File: config.mk
export PLATFORM = sky130hd
export DESIGN_NAME = quad_encoder_midi_cc_bank
export DESIGN_NICKNAME = d
export VERILOG_FILES = /design/src/design/qemcc_pkg.sv /design/src/design/quad_encoder_midi_cc_bank.sv /design/src/design/qemcc_ctrl.sv /design/src/design/qemcc_datapath.sv
export SDC_FILE = /design/constraint.sdc
export NUM_CORES = 1
export LEC_CHECK = 0
export BUFFER_PORTS_ARGS = -buffer_cell sky130_fd_sc_hd__buf_2
export CAP_MARGIN = 10
export CORE_ASPECT_RATIO = 1.4
export CORE_MARGIN = 2
export CORE_UTILIZATION = 59
export DETAILED_ROUTE_END_ITERATION = 12
export GPL_TIMING_DRIVEN = 0
export MAX_ROUTING_LAYER = met4
export PLACE_DENSITY = 0.86
export SLEW_MARGIN = 20
export SYNTH_ARGS = -nofsm -noshare
export SYNTH_HDL_FRONTEND = slang
export SYNTH_SLANG_ARGS = --single-unit
File: constraint.sdc
create_clock -name clk -period 3.55 [get_ports clk]
set_input_delay 0.355 -clock clk [delete_from_list [all_inputs] [get_ports clk]]
set_output_delay 0.355 -clock clk [all_outputs]
set_load 0.05 [all_outputs]
File: src/design/qemcc_pkg.sv
// Shared types and constants for the quadrature encoder CC bank.
`default_nettype none
package qemcc_pkg;

	// request kinds carried on s_tuser
	localparam logic [1:0] REQ_PIN  = 2'd0;
	localparam logic [1:0] REQ_CC   = 2'd1;
	localparam logic [1:0] REQ_SET  = 2'd2;
	localparam logic [1:0] REQ_READ = 2'd3;

	localparam int PIN_W     = 4;
	localparam int SETUP_W   = 20;
	localparam int CFG_IDX_W = 2;
	localparam int IN_DATA_W = 48;
	localparam int OUT_DATA_W = 32;
	localparam int VALUE_W   = 7;
	localparam int CC_BASE   = 11;
	localparam logic [VALUE_W-1:0] VALUE_MAX = 7'd127;

	typedef enum logic {
		ST_IDLE,
		ST_SCAN
	} state_t;

	// controller to datapath
	typedef struct packed {
		logic accept;
		logic step;
	} dp_cmd_t;

	// datapath to controller
	typedef struct packed {
		logic need_scan;
		logic scan_last;
	} dp_status_t;

endpackage
`default_nettype wire

File: src/design/quad_encoder_midi_cc_bank.sv
// Top level of the quadrature encoder bank with MIDI CC reporting.
// CC and set words are taken without a scan, so s_tready stays high after them. A word that
//   causes results moves the controller to ST_SCAN, and each result is registered before it
//   shows on m_tvalid. s_tready stays low through the scan of a pin sample or read, which walks
//   the encoders up to the highest changed one or the read target, waiting on m_tready.
// Reset (arst_n low, asynchronous): knob values and A history clear, setup returns to
//   cc 11 + k with listen off, the first pin sample only captures the A levels.
`default_nettype none
module quad_encoder_midi_cc_bank #(
	parameter int NUM_ENCODERS = 4,
	parameter int STEP_SIZE    = 4
) (
	input  wire logic        clk,
	input  wire logic        arst_n,
	// request word
	input  wire logic        s_tvalid,
	output logic             s_tready,
	// pins_a[3:0], pins_b[7:4], msg_is_output[8], msg_port[16:9], msg_channel[21:17],
	// msg_cc[28:22], msg_value[35:29], target_encoder[37:36], set_value[46:38], zero pad
	input  wire logic [47:0] s_tdata,
	// req_type[1:0]
	input  wire logic [1:0]  s_tuser,
	// result word
	output logic             m_tvalid,
	input  wire logic        m_tready,
	// source_encoder[1:0], out_port[9:2], out_channel[14:10], out_cc[21:15],
	// out_value[28:22], zero pad
	output logic [31:0]      m_tdata,
	// is_last
	output logic             m_tlast,
	// setup register writes
	input  wire logic        cfg_we,
	input  wire logic [1:0]  cfg_index,
	input  wire logic [19:0] cfg_wdata
);

	qemcc_pkg::dp_cmd_t    cmd;
	qemcc_pkg::dp_status_t status;

	// controller: holds ready in idle and advances the scan one encoder per cycle unless a result waits on m_tready
	qemcc_ctrl u_ctrl (
		.clk      (clk),
		.arst_n   (arst_n),
		.s_tvalid (s_tvalid),
		.s_tready (s_tready),
		.status   (status),
		.cmd      (cmd)
	);

	// datapath: state, saturating step, match logic and the output register
	qemcc_datapath #(
		.NUM_ENCODERS (NUM_ENCODERS),
		.STEP_SIZE    (STEP_SIZE)
	) u_dp (
		.clk       (clk),
		.arst_n    (arst_n),
		.s_tdata   (s_tdata),
		.s_tuser   (s_tuser),
		.m_tvalid  (m_tvalid),
		.m_tready  (m_tready),
		.m_tdata   (m_tdata),
		.m_tlast   (m_tlast),
		.cfg_we    (cfg_we),
		.cfg_index (cfg_index),
		.cfg_wdata (cfg_wdata),
		.cmd       (cmd),
		.status    (status)
	);

endmodule
`default_nettype wire

File: src/design/qemcc_ctrl.sv
// Controller state machine: accepts words and sequences the encoder scan.
`default_nettype none
module qemcc_ctrl (
	input  wire logic                  clk,
	input  wire logic                  arst_n,
	input  wire logic                  s_tvalid,
	output logic                       s_tready,
	input  wire qemcc_pkg::dp_status_t status,
	output qemcc_pkg::dp_cmd_t         cmd
);

	qemcc_pkg::state_t state_q;
	qemcc_pkg::state_t state_next;

	always_ff @(posedge clk or negedge arst_n) begin
		if (!arst_n) begin
			state_q <= qemcc_pkg::ST_IDLE;
		end else begin
			state_q <= state_next;
		end
	end

	always_comb begin
		state_next = state_q;
		unique case (state_q)
			qemcc_pkg::ST_IDLE: begin
				if (s_tvalid && status.need_scan) begin
					state_next = qemcc_pkg::ST_SCAN;
				end
			end
			qemcc_pkg::ST_SCAN: begin
				if (status.scan_last) begin
					state_next = qemcc_pkg::ST_IDLE;
				end
			end
			default: state_next = qemcc_pkg::ST_IDLE;
		endcase
	end

	always_comb begin
		s_tready   = 1'b0;
		cmd.accept = 1'b0;
		cmd.step   = 1'b0;
		unique case (state_q)
			qemcc_pkg::ST_IDLE: begin
				s_tready   = 1'b1;
				cmd.accept = s_tvalid;
			end
			qemcc_pkg::ST_SCAN: begin
				cmd.step = 1'b1;
			end
			default: begin
				s_tready = 1'b0;
			end
		endcase
	end

endmodule
`default_nettype wire

File: src/design/qemcc_datapath.sv
// Datapath: setup registers, knob values, scan mask and the output register.
`default_nettype none
module qemcc_datapath #(
	parameter int NUM_ENCODERS = 4,
	parameter int STEP_SIZE    = 4
) (
	input  wire logic                                 clk,
	input  wire logic                                 arst_n,
	input  wire logic [qemcc_pkg::IN_DATA_W-1:0]      s_tdata,
	input  wire logic [1:0]                           s_tuser,
	output logic                                      m_tvalid,
	input  wire logic                                 m_tready,
	output logic [qemcc_pkg::OUT_DATA_W-1:0]          m_tdata,
	output logic                                      m_tlast,
	input  wire logic                                 cfg_we,
	input  wire logic [qemcc_pkg::CFG_IDX_W-1:0]      cfg_index,
	input  wire logic [qemcc_pkg::SETUP_W-1:0]        cfg_wdata,
	input  wire qemcc_pkg::dp_cmd_t                   cmd,
	output qemcc_pkg::dp_status_t                     status
);

	localparam int IW    = (NUM_ENCODERS > 1) ? $clog2(NUM_ENCODERS) : 1;
	localparam int EXT_W = (NUM_ENCODERS > qemcc_pkg::PIN_W) ? NUM_ENCODERS
		: qemcc_pkg::PIN_W;
	localparam logic [7:0] STEP8 = 8'(STEP_SIZE);
	localparam logic [3:0] NUM4  = 4'(NUM_ENCODERS);

	// input word fields
	logic [qemcc_pkg::PIN_W-1:0] pins_a;
	logic [qemcc_pkg::PIN_W-1:0] pins_b;
	logic                        msg_is_output;
	logic [7:0]                  msg_port;
	logic [4:0]                  msg_channel;
	logic [6:0]                  msg_cc;
	logic [6:0]                  msg_value;
	logic [1:0]                  target_encoder;
	logic signed [8:0]           set_value;

	assign pins_a         = s_tdata[3:0];
	assign pins_b         = s_tdata[7:4];
	assign msg_is_output  = s_tdata[8];
	assign msg_port       = s_tdata[16:9];
	assign msg_channel    = s_tdata[21:17];
	assign msg_cc         = s_tdata[28:22];
	assign msg_value      = s_tdata[35:29];
	assign target_encoder = s_tdata[37:36];
	assign set_value      = s_tdata[46:38];

	logic [qemcc_pkg::SETUP_W-1:0] setup_q [NUM_ENCODERS];
	logic [qemcc_pkg::VALUE_W-1:0] knob_q  [NUM_ENCODERS];
	logic [NUM_ENCODERS-1:0]       last_a_q;
	logic                          primed_q;
	logic [NUM_ENCODERS-1:0]       mask_q;
	logic [NUM_ENCODERS-1:0]       dir_up_q;
	logic                          mode_pin_q;
	logic [IW-1:0]                 idx_q;

	logic                          out_valid_q;
	logic [1:0]                    out_src_q;
	logic [7:0]                    out_port_q;
	logic [4:0]                    out_channel_q;
	logic [6:0]                    out_cc_q;
	logic [6:0]                    out_value_q;
	logic                          out_last_q;

	logic [EXT_W-1:0]              a_ext;
	logic [EXT_W-1:0]              b_ext;
	logic [NUM_ENCODERS-1:0]       a_vec;
	logic [NUM_ENCODERS-1:0]       b_vec;
	logic [NUM_ENCODERS-1:0]       changed;
	logic [IW-1:0]                 tgt;
	logic [NUM_ENCODERS-1:0]       tgt_bit;
	logic [NUM_ENCODERS-1:0]       idx_bit;
	logic [NUM_ENCODERS-1:0]       mask_rest;
	logic [6:0]                    set_clamped;
	logic [NUM_ENCODERS-1:0]       cc_hit;

	logic [6:0]                    cur_value;
	logic [7:0]                    up_sum;
	logic [6:0]                    up_value;
	logic [6:0]                    down_value;
	logic [6:0]                    new_value;
	logic                          slot_free;
	logic                          advance;
	logic                          emit;
	logic [qemcc_pkg::SETUP_W-1:0] cur_setup;

	// encoders beyond the pin vector see both pins low
	assign a_ext   = EXT_W'(pins_a);
	assign b_ext   = EXT_W'(pins_b);
	assign a_vec   = a_ext[NUM_ENCODERS-1:0];
	assign b_vec   = b_ext[NUM_ENCODERS-1:0];
	assign changed = a_vec ^ last_a_q;

	// target modulo the encoder count by repeated compare and subtract
	always_comb begin
		logic [3:0] t;
		t = {2'b00, target_encoder};
		for (int i = 0; i < 3; i++) begin
			if (t >= NUM4) begin
				t = t - NUM4;
			end
		end
		tgt = IW'(t);
	end

	assign tgt_bit = NUM_ENCODERS'(1) << tgt;
	assign idx_bit = NUM_ENCODERS'(1) << idx_q;

	always_comb begin
		if (set_value[8]) begin
			set_clamped = 7'd0;
		end else if (set_value[7]) begin
			set_clamped = qemcc_pkg::VALUE_MAX;
		end else begin
			set_clamped = set_value[6:0];
		end
	end

	always_comb begin
		for (int k = 0; k < NUM_ENCODERS; k++) begin
			cc_hit[k] = setup_q[k][19] && (setup_q[k][7:0] == msg_port)
				&& (({1'b0, setup_q[k][11:8]} + 5'd1) == msg_channel)
				&& (setup_q[k][18:12] == msg_cc);
		end
	end

	// saturating step of the encoder under the scan pointer
	assign cur_value  = knob_q[idx_q];
	assign cur_setup  = setup_q[idx_q];
	assign up_sum     = {1'b0, cur_value} + STEP8;
	assign up_value   = (up_sum > {1'b0, qemcc_pkg::VALUE_MAX}) ? qemcc_pkg::VALUE_MAX
		: up_sum[6:0];
	assign down_value = ({1'b0, cur_value} < STEP8) ? 7'd0
		: 7'({1'b0, cur_value} - STEP8);
	assign new_value  = !mode_pin_q ? cur_value
		: (dir_up_q[idx_q] ? up_value : down_value);

	assign slot_free = !out_valid_q || m_tready;
	assign advance   = cmd.step && (!mask_q[idx_q] || slot_free);
	assign emit      = cmd.step && mask_q[idx_q] && slot_free;
	assign mask_rest = mask_q & ~idx_bit;

	assign status.need_scan = (s_tuser == qemcc_pkg::REQ_READ)
		|| ((s_tuser == qemcc_pkg::REQ_PIN) && primed_q && (changed != '0));
	assign status.scan_last = advance && (mask_rest == '0);

	// setup registers, knob values and pin history
	always_ff @(posedge clk or negedge arst_n) begin
		if (!arst_n) begin
			for (int k = 0; k < NUM_ENCODERS; k++) begin
				setup_q[k] <= qemcc_pkg::SETUP_W'(((qemcc_pkg::CC_BASE + k) & 127) << 12);
				knob_q[k]  <= '0;
			end
			last_a_q <= '0;
			primed_q <= 1'b0;
		end else begin
			if (cfg_we && ({2'b00, cfg_index} < 4'(NUM_ENCODERS))) begin
				setup_q[IW'(cfg_index)] <= cfg_wdata;
			end
			if (cmd.accept) begin
				case (s_tuser)
					qemcc_pkg::REQ_PIN: begin
						last_a_q <= a_vec;
						primed_q <= 1'b1;
					end
					qemcc_pkg::REQ_CC: begin
						if (!msg_is_output) begin
							for (int k = 0; k < NUM_ENCODERS; k++) begin
								if (cc_hit[k]) begin
									knob_q[k] <= msg_value;
								end
							end
						end
					end
					qemcc_pkg::REQ_SET: begin
						knob_q[tgt] <= set_clamped;
					end
					default: begin
					end
				endcase
			end
			if (emit) begin
				knob_q[idx_q] <= new_value;
			end
		end
	end

	// scan sequencer registers
	always_ff @(posedge clk) begin
		if (cmd.accept) begin
			if (s_tuser == qemcc_pkg::REQ_READ) begin
				mask_q     <= tgt_bit;
				idx_q      <= tgt;
				mode_pin_q <= 1'b0;
			end else begin
				mask_q     <= changed;
				idx_q      <= '0;
				mode_pin_q <= 1'b1;
			end
			dir_up_q <= ~(a_vec ^ b_vec);
		end else if (advance) begin
			mask_q <= mask_rest;
			idx_q  <= idx_q + IW'(1);
		end
	end

	always_ff @(posedge clk or negedge arst_n) begin
		if (!arst_n) begin
			out_valid_q <= 1'b0;
		end else if (emit) begin
			out_valid_q <= 1'b1;
		end else if (m_tready) begin
			out_valid_q <= 1'b0;
		end
	end

	always_ff @(posedge clk) begin
		if (emit) begin
			out_src_q     <= 2'(idx_q);
			out_port_q    <= cur_setup[7:0];
			out_channel_q <= {1'b0, cur_setup[11:8]} + 5'd1;
			out_cc_q      <= cur_setup[18:12];
			out_value_q   <= new_value;
			out_last_q    <= (mask_rest == '0);
		end
	end

	assign m_tvalid = out_valid_q;
	assign m_tlast  = out_last_q;
	assign m_tdata  = {3'b000, out_value_q, out_cc_q, out_channel_q, out_port_q, out_src_q};

endmodule
`default_nettype wire

==> impl_metrics.csv, run 1 <==
group,metric,value,unit
run_status,status,"finished clean",
setup_path,r2r_start,"u_dp.idx_q[1]$_DFFE_PP_",
final_layout,layout.cells.non_filler,1186,
logic_synthesis,synth_enable_flop_cells,41,
logic_synthesis,async_reset_ff_share,73.7,%
setup_path,critPathMaxFanout,10,
flow_run,drv_cap,0,
die,placeableCoreArea,15700,um^2
final_layout,drive_gt1_share,27.4,%
grt,grt_pass1_vias,8086,
worst_hold_path,min_path_type,"input port to register",
logic_synthesis,ys_ff_latch,156,
setup_path,r2r_cells,9,
setup_path,worstPathArrival,3.65,ns
pwr,p_leak,4.34,nW
timing,setup_violations,0,
drt,vias,7746,
logic_synthesis,synth-main-ff-cell,"dfrtp_1",
timing,rsz0062_at_grt,"false",
timing,max_freq,303,MHz
placement,placed_area,10200,um^2
logic_synthesis,synth.area.mux_share,17.4,%
drt,dr.pass1.iters,5,
setup_path,start_kind,"register",
final_layout,utilization,69.2,%
logic_synthesis,ys_seq_area_share,43.5,%
logic_synthesis,avgSynthCellArea,11.0,um^2
logic_synthesis,ys.warnings.count,0,
drt,drt-total-wl,27300,um
cts,numCtsBuffers,17,
timing,period_needed,3.31,ns
die,die_w,111,um
grt,grt_use_total,33.9,%
final_layout,syn2layout_area_growth,14.4,%
cts,clkLatencyLatePin,0.44,ns
timing,period_share,93.1,%
worst_hold_path,min_to,"u_dp.setup_q[35]$_DFFE_PN1P_",
cts,ctsRootBufferMaster,"clkbuf_16",
logic_synthesis,netlist_area,9480,um^2
timing,setup_ws,0.244,ns
die,dieArea,17100,um^2
placement,port_buffers,90,
final_layout,design_area,10800,um^2
timing,relSlewSlack,17.2,%
timing,finalMaxSlewViolations,0,
cts,cts_tree,"yes",
grt,grt_pass1_wl,43600,um
pwr,irDropWorstVdd,0.639,mV
worst_hold_path,min_from,"cfg_wdata[15]",
timing,finClkSkew,0.00722,ns
worst_hold_path,hold_path_depth,2,
cts,clock-sinks,156,
final_layout,n_antenna_cell,0,
final_layout,nNetsFinal,1069,
setup_path,crit_path_end_kind,"register",
logic_synthesis,synthAdderAreaFrac,1.98,%
pwr,powerDensity,852,nW/um^2
cts,clkTransAtPathRegs,0.06,ns
logic_synthesis,synth_compound_area_share,12.3,%
die,num_io_pins,112,
logic_synthesis,synth_top_family_by_area,"multiplexers",
setup_path,critical_path_class,"register to register",
drt,ant_nets,0,
cts,cts_buffer_depth,2,
placement,hpwlAfterDp,20300,um
setup_path,cp.required,3.89,ns
placement,dpl.cell_count,1154,
drt,drc,0,
setup_path,r2r_slack,0.24,ns
timing,worstMarginPinSlew,1.23,ns
drt,viasPerCell,6.53,
die,start_util,60.5,%
drt,wire_per_inst,23.0,um
setup_path,r2r_end,"u_dp.knob_q[17]$_DFF_PN0_",
pwr,finalPower,9.23,mW
grt,antenna_found_initial,0,
die,row_count,54,
placement,dpl_worst_slack,0.103,ns
cts,h-tree-depth,4,
die,dieHeight,154,um
grt,grt_max_degree,78,
placement,gp_congestion,1.02,
logic_synthesis,ys_types,72,
logic_synthesis,synth_xor_area_share,8.22,%
timing,hold_violations,0,
logic_synthesis,synth-simple-area-share,12.8,%
grt,gr-total-overflow,0,
drt,drt_iter0_drc,678,
logic_synthesis,synthCells,864,
where the power goes:
group | switching, mW | total, mW | internal [mW]
combinational | 2.66 | 4.31 | 1.65
clock | 0.772 | 1.80 | 1.03
sequential | 0.487 | 3.12 | 2.63
layer usage:
layer	GRT usage (%)	wire length (um)	up-vias	part of all wire [%]
li1	-	-	3420	-
met1	37.8	9910	3786	36
met2	56.9	14000	428	51
met3	5.72	1680	112	6.2
met4	21.0	1670	0	6.1
met5	-	0	-	0
registers in the layout (all words and copies together), names as in the netlist, 5 cells and up:
signal	flops
u_dp.out_port_q	8
u_dp.knob_q	28
u_dp.out_cc_q	7
u_dp.out_channel_q	5
u_dp.setup_q	80
u_dp.out_value_q	7
worst max-delay path by stage:
stage                                 start                   endpoint  slack, ns  cells past startpoint
CTS                 u_dp.idx_q[1]$_DFFE_PP_  u_dp.knob_q[17]$_DFF_PN0_       0.05                      9
finish              u_dp.idx_q[1]$_DFFE_PP_  u_dp.knob_q[17]$_DFF_PN0_       0.24                      9
floorplan           u_dp.idx_q[1]$_DFFE_PP_  u_dp.knob_q[21]$_DFF_PN0_       0.66                      8
global route        u_dp.idx_q[1]$_DFFE_PP_  u_dp.knob_q[17]$_DFF_PN0_       0.12                      9
detailed placement  u_dp.idx_q[1]$_DFFE_PP_  u_dp.knob_q[17]$_DFF_PN0_       0.10                      9
global placement    u_dp.idx_q[1]$_DFFE_PP_   u_dp.knob_q[3]$_DFF_PN0_      -0.54                      9
cells in the mapped netlist (15+ instances only):
cell type  number  share of area [%]
a21oi_1        22                1.2
a31oi_1        17                1.1
clkbuf_1       48                1.9
dfrtp_1       104                 27
edfxtp_1       41                 13
ha_1           15                2.0
inv_1          21               0.83
mux2_2         85                 10
mux4_2         24                5.7
nand2_1        58                2.3
nand2b_1       17                1.1
nand3_1        23                1.2
nand4_1        29                1.9
nor2_1         49                1.9
o211ai_1       15                1.2
o21ai_0        40                2.1
xnor2_1        71                6.6
xor2_1         18                1.7
worst max-delay path, stage by stage, from the launching register on:
cell and delay, ns:
edfxtp_1 0.48, buf_2 0.38, clkdlybuf4s15_1 0.73, clkbuf_2 0.47
inv_1 0.11, ha_1 0.23, and2_1 0.14, clkbuf_1 0.24
and2_1 0.24, a31oi_1 0.17
area by class of cell:
cell class	count	area, um^2
multi-input cells	623	5000
fillers	1152	4830
flip-flops and latches	156	4120
repair buffers	93	522
clock buffers	20	468
plain buffers	65	288
well taps	196	245
clock inverters	12	114
inverters	21	78.8
logic make-up (layout without fill, tap and decap cells):
group	Yosys count	count (layout)
other cells	1	3
simple gates	231	231
fa+ha+maj	15	15
compound gates	167	167
mux	118	118
flops	156	156
buf+inv	87	211
xor+xnor	89	89
through the flow:
step | hold WS (ns) | setup TNS [ns]
after global routing | 0.193 | 0
final | 0.196 | 0
after detailed placement | 0.294 | 0
after CTS | 0.179 | 0
after floorplan | 0.0594 | 0
after global placement | 0.455 | -10.07
cells in the final DEF (no fill, tap or decap), types with 7 or more instances in the layout:
cell type | synthesis | routed
a21oi_1 | 22 | 22
a31oi_1 | 17 | 17
a32oi_1 | 8 | 8
and2_1 | 9 | 9
and3_1 | 7 | 7
buf_2 | 7 | 96
clkbuf_1 | 48 | 47
clkbuf_16 | 0 | 18
dfrtp_1 | 104 | 104
dfstp_2 | 11 | 11
edfxtp_1 | 41 | 41
ha_1 | 15 | 15
inv_1 | 21 | 21
mux2_2 | 85 | 85
mux4_2 | 24 | 24
nand2_1 | 58 | 58
nand2b_1 | 17 | 17
nand3_1 | 23 | 23
nand4_1 | 29 | 29
nor2_1 | 49 | 49
o211ai_1 | 15 | 15
o21ai_0 | 40 | 40
xnor2_1 | 71 | 71
xor2_1 | 18 | 18
repair_timing:
action | in CTS | in global routing
hold buffers | 1 | 0
hold endpoints to repair | 31 | 0
setup endpoints to repair | 0 | 12
resized for setup | 0 | 2
setup buffers | 0 | 0
No activity file was read; power rests on OpenSTA's default activity.
==> inputs of run 2 (changes only) <==
--- a/config.mk
+++ b/config.mk
@@ -14,7 +14,6 @@
 export GPL_TIMING_DRIVEN = 0
 export MAX_ROUTING_LAYER = met4
 export PLACE_DENSITY = 0.86
-export SLEW_MARGIN = 20
 export SYNTH_ARGS = -nofsm -noshare
 export SYNTH_HDL_FRONTEND = slang
 export SYNTH_SLANG_ARGS = --single-unit
==> constraint.sdc (replaced) <==
create_clock -name clk -period 3.3 [get_ports clk]
set_input_delay 0.33 -clock clk [delete_from_list [all_inputs] [get_ports clk]]
set_output_delay 0.33 -clock clk [all_outputs]
set_load 0.05 [all_outputs]
==> impl_metrics.csv, run 2 (synthesis gave the netlist of run 1 again) <==
group,metric,value,unit
run_status,status,"finished clean",
die,placeableCoreArea,15700,um^2
setup_path,critical_path_class,"register to register",
die,dieArea,17100,um^2
setup_path,critPathLaunch,"u_dp.idx_q[1]$_DFFE_PP_",
worst_hold_path,min_path_type,"input port to register",
pwr,irDropWorstVdd,0.695,mV
timing,finClkSkew,0.00790,ns
grt,antenna_found_initial,0,
drt,drt_iter0_drc,644,
timing,setup_violations,0,
cts,cts_tree,"yes",
setup_path,worstPathArrival,3.56,ns
die,dieHeight,154,um
setup_path,cp_top_family,"buffers and inverters",
final_layout,layout_commonest_cell,"dfrtp_1",
die,num_io_pins,112,
cts,h-tree-depth,4,
drt,ant_nets,0,
final_layout,utilization,69.0,%
setup_path,cpPeakStageDelay,0.65,ns
cts,ctsRootBufferMaster,"clkbuf_16",
timing,rsz0062_at_grt,"false",
setup_path,cp.required,3.64,ns
grt,grt_pass1_wl,43700,um
timing,finalMaxSlewViolations,0,
drt,top_layer_used,"met4",
die,die_w,111,um
grt,gr-total-overflow,0,
setup_path,crit_path_end_kind,"register",
die,start_util,60.5,%
cts,cts_buffer_depth,2,
cts,clkLatencyLatePin,0.44,ns
timing,finalSetupTns,0,ns
flow_run,drv_cap,0,
cts,numCtsBuffers,17,
setup_path,critPathMaxFanout,10,
setup_path,critical_path_buf_inv_count,5,
timing,hold_violations,0,
timing,period_needed,3.22,ns
final_layout,nNetsFinal,1069,
placement,hpwlAfterDp,20300,um
placement,port_buffers,90,
drt,routed-wl-met3,1810,um
setup_path,slowest_stage,"buf_1",
final_layout,fillers,1141,
drt,drt-met1-wl,9840,um
drt,vias,7773,
drt,viasPerCell,6.55,
pwr,p_leak,4.33,nW
grt,grt_max_degree,86,
drt,wire_per_inst,23.1,um
final_layout,n_antenna_cell,0,
setup_path,start_kind,"register",
setup_path,r2r_start,"u_dp.idx_q[1]$_DFFE_PP_",
final_layout,reg_top3,"u_dp.setup_q (80), u_dp.knob_q (28), u_dp.out_port_q (8)",
worst_hold_path,min_from,"cfg_wdata[14]",
setup_path,cp_cell_sequence,"buf_2 > buf_1 > buf_2 > inv_1 > ha_1 > and2_1 > clkbuf_1 > and2_1 > a31oi_1",
die,row_count,54,
drt,drt-total-wl,27400,um
cts,clkTransAtPathRegs,0.06,ns
drt,drc,0,
final_layout,most-common-layout-cells,"dfrtp_1, buf_2, mux2_2, xnor2_1, nand2_1",
final_layout,drive_gt1_share,27.3,%
timing,period_share,97.7,%
drt,wl_met2,14200,um
grt,grt_pass1_vias,8096,
timing,worstMarginPinSlew,1.17,ns
drt,dr.pass1.iters,5,
final_layout,regMostFlops,"u_dp.setup_q",
cts,clock-sinks,156,
placement,gp_congestion,1.02,
pwr,powerDensity,916,nW/um^2
timing,max_freq,310,MHz
timing,relSlewSlack,21.5,%
final_layout,syn2layout_area_growth,14.2,%
cts,cts_post_setup_buffers_inserted,0,
final_layout,largest_reg_flops,80,
grt,grt_use_total,33.9,%
-- run 2: final cells by class --
class,count,area [um^2],area share (%)
Clock buffer,20,457,4.22
Tap cell,196,245,2.27
Buffer,65,282,2.60
Clock inverter,12,113,1.04
Inverter,21,78.8,0.728
Multi-Input combinational cell,623,5000,46.2
Timing Repair Buffer,93,522,4.82
Sequential cell,156,4120,38.1
-- run 2: worst register-to-register path, cell delays in order, from the launching register on --
cell      delay (ns)
edfxtp_1        0.47
buf_2           0.39
buf_1           0.65
buf_2           0.46
inv_1           0.11
ha_1            0.23
and2_1          0.15
clkbuf_1        0.25
and2_1          0.25
a31oi_1         0.17
-- run 2: final timing paths --
path | cells after the start | endpoint | slack, ns
max | 9 | u_dp.knob_q[17]$_DFF_PN0_ | 0.08
min | 2 | u_dp.setup_q[74]$_DFFE_PN0P_ | 0.17
max reg2reg | 9 | u_dp.knob_q[17]$_DFF_PN0_ | 0.08
min reg2reg | 1 | u_dp.primed_q$_DFFE_PN0P_ | 0.48
max in group asynchronous | 3 | u_dp.setup_q[55]$_DFFE_PN1P_ | 2.21
min in group asynchronous | 2 | u_dp.setup_q[52]$_DFFE_PN0P_ | 0.34
-- run 2: what timing repair did --
item / CTS / global route
endpoints found under the hold margin: 24 / 0
endpoints found under the setup margin: 8 / 1
hold buffers: 1 / 0
pin swaps: 0 / 0
resized for setup: 1 / 1
-- run 2: report_power, final --
group / switching, mW / internal [mW] / leakage [nW]
Clock: 0.825 / 1.08 / 0.275
Sequential: 0.524 / 2.83 / 1.73
Combinational: 2.87 / 1.77 / 2.32
Total: 4.22 / 5.69 / 4.33
-- run 2: through the flow --
stage | hold WS, ns | worst slack (ns) | power (mW) | cell area (um^2) | cells
final | 0.172 | 0.0772 | 9.91 | 10800 | 1186
after global routing | 0.166 | 0.0118 | 10.4 | 10800 | 1186
after CTS | 0.164 | 0.109 | 9.85 | 10800 | 1186
after global placement | 0.455 | -0.793 | 7.74 | 10200 | 1152
after floorplan | 0.0344 | 0.408 | 6.62 | 9490 | 866
after detailed placement | 0.237 | -0.0809 | 7.93 | 10200 | 1154
-- run 2: layer usage --
layer | track usage [%] | vias up
li1 | - | 3412
met1 | 38.1 | 3819
met2 | 56.7 | 419
met3 | 6.11 | 123
met4 | 20.1 | 0
met5 | - | -
==> inputs of run 3 (changes only) <==
--- a/config.mk
+++ b/config.mk
@@ -14,6 +14,7 @@
 export GPL_TIMING_DRIVEN = 0
 export MAX_ROUTING_LAYER = met4
 export PLACE_DENSITY = 0.86
+export REMOVE_ABC_BUFFERS = 1
 export SYNTH_ARGS = -nofsm -noshare
 export SYNTH_HDL_FRONTEND = slang
 export SYNTH_SLANG_ARGS = --single-unit
==> impl_metrics.csv, run 3 (synthesis gave the netlist of run 1 again) <==
group,metric,value,unit
pwr,power_frac_comb,46.7,%
grt,grt_use_total,31.1,%
grt,grt_use_met1,35.9,%
cts,numCtsBuffers,17,
setup_path,slowest_stage,"o211ai_1",
timing,period_needed,3.19,ns
timing,worstMarginPinSlew,1.27,ns
setup_path,cp_cell_sequence,"ha_1 > xnor2_1 > nand4_1 > nor4b_1 > o211ai_1 > and3_1 > o32a_1",
worst_hold_path,min_path_type,"input port to register",
setup_path,r2r_start,"u_dp.setup_q[8]$_DFFE_PN0P_",
drt,viasPerCell,6.64,
setup_path,start_kind,"register",
final_layout,nNetsFinal,1029,
die,start_util,60.5,%
timing,setup_violations,0,
drt,dr.pass1.iters,6,
grt,grt_util_met3,5.91,%
setup_path,crit_path_end_kind,"register",
drt,drt-total-wl,25500,um
pwr,swShare,41.8,%
cts,cts_buffer_depth,2,
die,die_w,111,um
timing,relSlewSlack,15.4,%
cts,clkLatencyLatePin,0.44,ns
setup_path,cp_top_family,"simple AND/OR/NAND/NOR gates",
setup_path,critPathMaxFanout,10,
placement,gp_congestion,0.963,
final_layout,drive_gt1_share,29.7,%
grt,antenna_found_initial,0,
grt,grt.busiest_layer,"met2",
placement,hpwlAfterDp,17800,um
timing,finalMaxSlewViolations,0,
setup_path,critical_path_class,"register to register",
run_status,status,"finished clean",
pwr,internal_power,5.76,mW
drt,ant_nets,0,
cts,clkTransAtPathRegs,0.07,ns
final_layout,largest_reg_flops,80,
drt,drt_iter0_drc,708,
pwr,powerDensity,918,nW/um^2
drt,vias,7607,
final_layout,n_antenna_cell,0,
final_layout,regMostFlops,"u_dp.setup_q",
die,num_io_pins,112,
flow_run,drv_cap,0,
die,row_count,54,
grt,gr-total-overflow,0,
grt,grt_pass1_vias,7685,
final_layout,most-common-layout-cells,"buf_2, dfrtp_1, mux2_2, xnor2_1, nand2_1",
placement,port_buffers,107,
pwr,irDropWorstVdd,0.728,mV
setup_path,cpPeakStageDelay,0.63,ns
grt,grt_max_degree,83,
timing,hold_violations,0,
pwr,p_seq_share,33.8,%
setup_path,cp.required,3.61,ns
cts,h-tree-depth,4,
drt,wire_per_inst,22.3,um
worst_hold_path,min_from,"cfg_wdata[4]",
final_layout,syn2layout_area_growth,13.7,%
final_layout,utilization,68.8,%
grt,grt_pass1_wl,40300,um
pwr,finalPower,9.90,mW
setup_path,critical_path_buf_inv_count,0,
cts,ctsRootBufferMaster,"clkbuf_16",
cts,clock-sinks,156,
timing,rsz0062_at_grt,"false",
setup_path,critPathLaunch,"u_dp.setup_q[8]$_DFFE_PN0P_",
final_layout,layout_commonest_cell,"buf_2",
drt,drc,0,
pwr,p_leak,4.35,nW
timing,period_share,96.7,%
timing,max_freq,313,MHz
die,placeableCoreArea,15700,um^2
pwr,power_frac_clock,19.6,%
timing,finClkSkew,0.0103,ns
cts,cts_tree,"yes",
final_layout,reg_top3,"u_dp.setup_q (80), u_dp.knob_q (28), u_dp.out_port_q (8)",
setup_path,worstPathArrival,3.50,ns
die,dieArea,17100,um^2
pwr,p_switching,4.14,mW
grt,met2_usage,51.5,%
die,dieHeight,154,um
-- run 3: changes by cell type in the layout (fill, tap and decap cells not counted), sizes merged --
| cell | change |
|---|---|
| clkbuf | -44 |
| clkinvlp | -2 |
| clkinv | -1 |
| inv | +1 |
| buf | +6 |
-- run 3: worst paths after layout --
check	cells past startpoint	endpoint	slack (ns)
max	7	u_dp.knob_q[0]$_DFF_PN0_	0.11
min	2	u_dp.setup_q[4]$_DFFE_PN0P_	0.17
max in group asynchronous	3	u_dp.setup_q[29]$_DFFE_PN0P_	2.19
min in group asynchronous	2	u_dp.primed_q$_DFFE_PN0P_	0.35
min reg2reg	1	u_dp.primed_q$_DFFE_PN0P_	0.48
max reg2reg	7	u_dp.knob_q[0]$_DFF_PN0_	0.11
-- run 3: worst reg2reg max path, delay by kind of cell, from the launching register on --
family	cells	cell delay, ns
and+or+nand+nor	3	1.15
AOI/OAI and AO/OA	2	0.97
DFF	1	0.45
adders and majority gates	1	0.33
xor gates and xnor gates	1	0.17
-- run 3: cell type report --
type                    instances  area (um^2)
clock buffers                  22          475
flip-flops and latches        156         4120
inverters                      21         78.8
clock inverters                10          106
repair buffers                118          742
well taps                     196          245
fillers                      1135         4900
multi-input cells             623         5010
-- run 3: through the flow --
step,cells,setup TNS [ns],area [um^2],hold slack (ns),setup WS [ns]
floorplan,800,-6.30,9200,0.0344,-0.485
detailed placement,1111,-0.132,10200,0.240,-0.0566
CTS,1145,0,10800,0.152,0.136
global placement,1103,-98.96,9980,0.452,-2.18
global route,1146,0,10800,0.168,0.0469
finish,1146,0,10800,0.171,0.110
-- run 3: routing by layer --
metal  share of wire (%)  wire length [um]  vias to the layer above
met1                  37              9370                     3720
met4                 5.3              1360                        0
met2                  50             12800                      438
met3                 7.8              1980                      111
met5                   0                 0                        -
li1                    -                 -                     3338
-- run 3: power groups by stage --
stage | logic, mW | registers, mW | clock network [mW]
6_report | 4.62 | 3.34 | 1.94
3_5_place_dp | 4.47 | 3.38 | 0
4_1_cts | 4.55 | 3.32 | 1.96
5_1_grt | 4.93 | 3.40 | 2.04
2_1_floorplan | 2.47 | 4.02 | 0
3_3_place_gp | 4.06 | 3.52 | 0
-- run 3: timing repair --
action,CTS,global route
hold buffers,1,0
endpoints found under the setup margin,5,0
hold endpoints to repair,22,0
buffers inserted,1,0
gates resized for setup,0,0
